**src/design/tcs_pkg.sv**
```systemverilog
// shared types and constants of the text chunk splitter
`timescale 1ns / 1ps
package tcs_pkg;

	localparam logic [2:0] REG_MARKDOWN  = 3'd0;
	localparam logic [2:0] REG_SENTENCE  = 3'd1;
	localparam logic [2:0] REG_WIN_MAX   = 3'd2;
	localparam logic [2:0] REG_WIN_OVLP  = 3'd3;
	localparam logic [2:0] REG_MAX_TEXT  = 3'd4;

	localparam logic [1:0] ST_CHUNK   = 2'd0;
	localparam logic [1:0] ST_EMPTY   = 2'd1;
	localparam logic [1:0] ST_BADWIN  = 2'd2;
	localparam logic [1:0] ST_TOOLONG = 2'd3;

	localparam logic [1:0] LM_PREFIX = 2'd0;
	localparam logic [1:0] LM_BODY   = 2'd1;
	localparam logic [1:0] LM_HEAD   = 2'd2;

	localparam logic [7:0] CH_SPACE = 8'h20;
	localparam logic [7:0] CH_TAB   = 8'h09;
	localparam logic [7:0] CH_LF    = 8'h0A;
	localparam logic [7:0] CH_CR    = 8'h0D;
	localparam logic [7:0] CH_FF    = 8'h0C;
	localparam logic [7:0] CH_VT    = 8'h0B;
	localparam logic [7:0] CH_HASH  = 8'h23;
	localparam logic [7:0] CH_DOT   = 8'h2E;
	localparam logic [7:0] CH_EXCL  = 8'h21;
	localparam logic [7:0] CH_QUEST = 8'h3F;
	localparam logic [7:0] CH_E3    = 8'hE3;
	localparam logic [7:0] CH_80    = 8'h80;
	localparam logic [7:0] CH_82    = 8'h82;
	localparam logic [7:0] CH_EF    = 8'hEF;
	localparam logic [7:0] CH_BC    = 8'hBC;
	localparam logic [7:0] CH_81    = 8'h81;
	localparam logic [7:0] CH_9F    = 8'h9F;

	localparam int OQ_DEPTH = 4;
	localparam int OQ_AW    = 2;

	typedef struct packed {
		logic [31:0] idx;
		logic [31:0] off;
		logic [31:0] len;
		logic [31:0] hoff;
		logic [31:0] hlen;
		logic [1:0]  status;
		logic        last;
	} res_t;

	typedef struct packed {
		logic valid;
		logic room2;
	} qstat_t;

	function automatic logic is_ws(input logic [7:0] b);
		return b == CH_SPACE || b == CH_TAB || b == CH_LF || b == CH_CR
			|| b == CH_FF || b == CH_VT;
	endfunction

endpackage

```
**src/design/tcs_outq.sv**
```systemverilog
// result queue taking up to two results per cycle
`timescale 1ns / 1ps
module tcs_outq import tcs_pkg::*; (
	input  logic   clk,
	input  logic   arst_n,
	input  logic   push0,
	input  logic   push1,
	input  res_t   d0,
	input  res_t   d1,
	input  logic   pop,
	output res_t   head,
	output qstat_t stat
);

	res_t              ent_q [OQ_DEPTH];
	logic [OQ_AW-1:0]  wr_q;
	logic [OQ_AW-1:0]  rd_q;
	logic [OQ_AW:0]    cnt_q;
	logic [OQ_AW:0]    cnt_add;
	logic              pop_ok;

	assign pop_ok = pop && cnt_q != '0;
	assign cnt_add = push1 ? (OQ_AW+1)'(2) : (push0 ? (OQ_AW+1)'(1) : '0);
	assign head = ent_q[rd_q];
	assign stat = {cnt_q != '0, cnt_q <= (OQ_AW+1)'(OQ_DEPTH - 2)};

	always_ff @(posedge clk) begin
		if (push0) begin
			ent_q[wr_q] <= d0;
		end
		if (push1) begin
			ent_q[wr_q + OQ_AW'(1)] <= d1;
		end
	end

	always_ff @(posedge clk or negedge arst_n) begin
		if (!arst_n) begin
			wr_q  <= '0;
			rd_q  <= '0;
			cnt_q <= '0;
		end else begin
			wr_q  <= wr_q + cnt_add[OQ_AW-1:0];
			if (pop_ok) begin
				rd_q <= rd_q + OQ_AW'(1);
			end
			cnt_q <= cnt_q + cnt_add - (pop_ok ? (OQ_AW+1)'(1) : '0);
		end
	end

	a_cnt_bound: assert property (@(posedge clk) disable iff (!arst_n)
		cnt_q <= (OQ_AW+1)'(OQ_DEPTH))
		else $error("result queue overflow");
	a_push_order: assert property (@(posedge clk) disable iff (!arst_n)
		push1 |-> push0)
		else $error("second result without first");
	a_room: assert property (@(posedge clk) disable iff (!arst_n)
		push0 |-> stat.room2)
		else $error("push into full queue");

endmodule

```
**config.mk**
```make
export PLATFORM = sky130hd
export DESIGN_NAME = tcs_outq
export DESIGN_NICKNAME = d
export VERILOG_FILES = /design/src/design/tcs_pkg.sv /design/src/design/tcs_outq.sv
export SDC_FILE = /design/constraint.sdc
export NUM_CORES = 1
export LEC_CHECK = 0
export ABC_CLOCK_PERIOD_IN_PS = 12050
export BUFFER_PORTS_ARGS = -buffer_cell sky130_fd_sc_hd__buf_4
export CORE_MARGIN = 4
export CORE_UTILIZATION = 52
export DETAILED_ROUTE_END_ITERATION = 8
export GPL_TIMING_DRIVEN = 0
export PLACE_DENSITY = 0.76
export RECOVER_POWER = 50
export SLEW_MARGIN = 20
export SYNTH_ARGS = -nofsm -noshare
export SYNTH_HDL_FRONTEND = slang
export SYNTH_SLANG_ARGS = --single-unit
```
**constraint.sdc**
```tcl
create_clock -name clk -period 12.05 [get_ports clk]
set_input_delay 2.41 -clock clk [delete_from_list [all_inputs] [get_ports clk]]
set_output_delay 2.41 -clock clk [all_outputs]
set_load 0.01 [all_outputs]
```
# Word level (Yosys, flattened, before mapping)
# Memories as Yosys holds them, arrays and structs flattened.
# Index checks and enable logic that the tools add are counted.
# totals
register_bits	7
ramBits	652
word_cells	19
n_memories	1
# memory_table
name	words	width	rd	rd_clocked_by_memory_dff	wr	line	rtl
ent_q	4	163	1	0	2	tcs_outq.sv:15	res_t ent_q [OQ_DEPTH];
# classes
addsub	5
magnitude_cmp	1
n_mux	7
n_reduce_logical	2
# op_table
op	count
2-to-1 mux 1 bit	6
adder 2 x 1 -> 2 bit (second input constant)	2
adder 3 x 2 -> 3 bit	1
<= comparator 3 x 2 -> 1 bit (second input constant)	1
nonzero test 3 bit	1
subtractor 3 x 1 -> 3 bit	1
adder 2 bit	1
2-to-1 mux 2 bit	1
logical AND 1 bit	1

# Depth between registers and ports, before layout
# logic_depth
word_depth	4
ltp_mapped	10
ltp_nobuf	9

# Worst setup path after synthesis
# No wires, ideal clock.
# synth_timing
path_type	input -> register
start	input port push0
end	memory ent_q[2][0] (netlist bit), enable pin
arrival_ns	13.844
t_required_ns	11.139
path_slack_ns	-2.705
path_stages	2
n_path_buf	0
path_cell_list	nand2b_1 -> o21ai_0
# synth_rtl
item	line	rtl
start, declared	tcs_outq.sv:6	input logic push0,
end, declared	tcs_outq.sv:15	

==> impl_metrics.csv <==
group,metric,value,unit
outcome,status,"finished with violations",
outcome,violations,"capacitance limit, slew limit",
floorplan,die_width,258,um
global_routing,grt_pass1_wl,125000,um
job,drv_cap,3,
yosys,synth_nets,1954,
final_layout,stdcell_area,39400,um^2
global_routing,grt_pass1_vias,19500,
timing,worst_clock_skew,0.0272,ns
final_layout,areaGrowthSynthToFinish,21.4,%
global_routing,grt_usage,25.2,%
placed_design,numPortBuffers,494,
worst_setup_path,required,12.39,ns
final_layout,final_cells,3135,
global_routing,grt_max_degree,22,
route,first_pass_iters,7,
hold_path,min_path_type,"flip-flop to flip-flop",
yosys,netlist_area,32400,um^2
clock_network,clkSinkCount,659,
yosys,syn_area_per_cell,20.0,um^2
yosys,synth_warnings,0,
clock_network,clkTransAtPathRegs,0.06,ns
yosys,yosys_register_bits,659,
final_layout,drive_gt1_share,58.7,%
final_layout,fin_nets,2563,
timing,tightest_slew,2.48,ns
floorplan,num_io_pins,496,
global_routing,antenna_found_initial,26,
final_layout,final_util,63.8,%
clock_network,cts_tree,"built",
timing,setup-violations-final,0,
route,viasPerCell,5.78,
timing,hold_viol_final,0,
clock_network,h-tree-depth,3,
route,ant_nets,0,
clock_network,cts_root_buffer,"clkbuf_16",
floorplan,start_util,52.5,%
floorplan,floorplan.die_area,66400,um^2
floorplan,fp.coreArea,61700,um^2
clock_network,clk_latency,0.61,ns
worst_setup_path,timing_worst_setup_path_type,"input pin to flip-flop",
yosys,syn_inst,1618,
route,num_vias,18100,
clock_network,clk_path_buf_depth,3,
worst_setup_path,cp.arrival,6.23,ns
route,drtIter0Drc,1270,
clock_network,cts_buffers,72,
yosys,synth_cell_types,28,
timing,drv_slew,44,
worst_setup_path,critPathMaxFanout,17,
clock_network,ctsResizeCount,0,
floorplan,rows,91,
timing,slew_headroom,-67.1,%
clock_network,postCtsSetupBuffers,0,
yosys,yosysSeqAreaShare,60.9,%
floorplan,die_h,258,um
final_layout,fillers,4531,
placed_design,dp.cells,2990,
placed_design,dp_hpwl,60600,um
timing,finalCriticalPeriod,5.90,ns
route,drt-wirelength-per-cell,27.5,um
pwr,powerDensity,251,nW/um^2
timing,fmax,0.170,GHz
timing,rsz0062_at_grt,"false",
route,drt_wl_total,86200,um
pwr,ir_worst_vdd,0.131,mV
worst_setup_path,worstSetupEndpointType,"flip-flop",
timing,period_share,48.9,%
pwr,design_power_total,9900,uW
worst_setup_path,critPathLaunchType,"input pin",
route,drc,0,
placed_design,gp_congestion,0.772,
placed_design,place_area,38300,um^2
pwr,p_leak,0.0141,uW
clock_network,cts_hold_buf,0,
global_routing,gr-total-overflow,0,
-- cells in the final DEF, fill, tap and decap left out, types with 2 or more instances in the layout --
cell        synthesis  routed
buf_12              8       3
clkinvlp_4          0       2
clkbuf_1           14     106
clkinv_8            0       2
mux2_4            140      14
ha_1                4       4
buf_16              0      24
mux2_1              0     126
diode_2             0      20
dfrtp_1             7       7
buf_1               3       3
clkinv_2            0      13
bufinv_16           0       4
mux2_2            512     512
edfxtp_1          652     652
nand3b_1            2       2
buf_2              33      16
o21ai_0             2       2
clkbuf_16           0      75
mux4_2            163     163
buf_4              27     508
xor2_1              2       2
inv_1               7       7
xnor2_1             4       4
clkinv_1            0      13
nor2_1              2       2
-- metrics by stage --
stage	hold WS, ns	setup WS (ns)	setup TNS, ns
floorplan	0.497	-2.70	-881.80
global placement	0.516	-13.51	-5841.69
detailed placement	0.558	7.37	0
CTS	0.568	6.89	0
global route	0.597	5.93	0
finish	0.563	6.15	0
-- layout make-up --
cell class              count  area (um^2)  share of cell area (%)
clock buffers              91         1940                    4.92
well taps                 837         1050                    2.66
multi-input cells         841        11300                    28.7
inverters                   7         26.3                  0.0667
clock inverters            34          282                   0.715
plain buffers             111          497                    1.26
diodes                     20         50.0                   0.127
flip-flops and latches    659        19800                    50.2
repair buffers            535         4490                    11.4
-- cells in the mapped netlist --
library cell	n	area share [%]
edfxtp_1	652	60
mux2_2	512	18
mux4_2	163	11
mux2_4	140	6.5
buf_2	33	0.51
buf_4	27	0.63
buf_6	26	0.90
clkbuf_1	14	0.16
buf_12	8	0.49
dfrtp_1	7	0.54
inv_1	7	0.081
ha_1	4	0.15
xnor2_1	4	0.11
buf_1	3	0.035
nand3b_1	2	0.046
nor2_1	2	0.023
o21ai_0	2	0.031
xor2_1	2	0.054
a21oi_1	1	0.015
fa_1	1	0.062
mux2i_1	1	0.031
nand2b_1	1	0.019
nand3_1	1	0.015
nor2b_1	1	0.019
nor3b_2	1	0.039
o311ai_0	1	0.027
o31a_1	1	0.027
or3_1	1	0.019
-- metal layers --
layer | vias up | part of all wire, % | GRT usage (%)
met4 | 16 | 3.0 | 9.53
met3 | 148 | 8.1 | 7.73
li1 | 7942 | - | -
met2 | 617 | 51 | 42.6
met5 | - | 0.11 | 0
met1 | 9394 | 38 | 30.8
-- worst max-delay path, cell delays in order --
cell and delay, ns:
clkbuf_1 0.18, nand3b_1 0.18, clkbuf_1 0.60, clkbuf_1 0.60, o21ai_0 0.86, clkbuf_1 0.76
buf_16 0.41, buf_16 0.18
-- sequential cells by signal, indices dropped and copies added, names as in the netlist --
name and cells:
rd_q 2, wr_q 2, cnt_q 3, ent_q 652
-- report_power, final --
part           switching, uW  internal, uW
registers                158          3480
clock network            887          1220
logic                   2130          2020
total                   3170          6720
-- kinds of logic (layout without fill, tap and decap cells) --
logic type	count (synthesis)	after routing	synth area share, %
multiplexers	816	816	35.6
flip-flops	659	659	60.9
buffers and inverters	118	778	2.81
AND/OR/NAND/NOR	9	9	0.181
XOR/XNOR	6	6	0.162
adder cells (fa/ha/maj)	5	5	0.216
AO/OA/AOI/OAI	5	5	0.100
other	0	20	0
-- path summary, 6_finish.rpt --
path / from / to / slack (ns) / cells after the start
max reg2reg: wr_q[1] / ent_q[2][78] / 7.66 / 8
min reg2reg: cnt_q[2] / cnt_q[2] / 0.56 / 1
max in group asynchronous: arst_n / rd_q[1] / 10.06 / 1
min: cnt_q[2] / cnt_q[2] / 0.56 / 1
min in group asynchronous: arst_n / wr_q[1] / 1.70 / 1
max: push1 / ent_q[2][78] / 6.15 / 8
(Power assumes the default switching activity.)
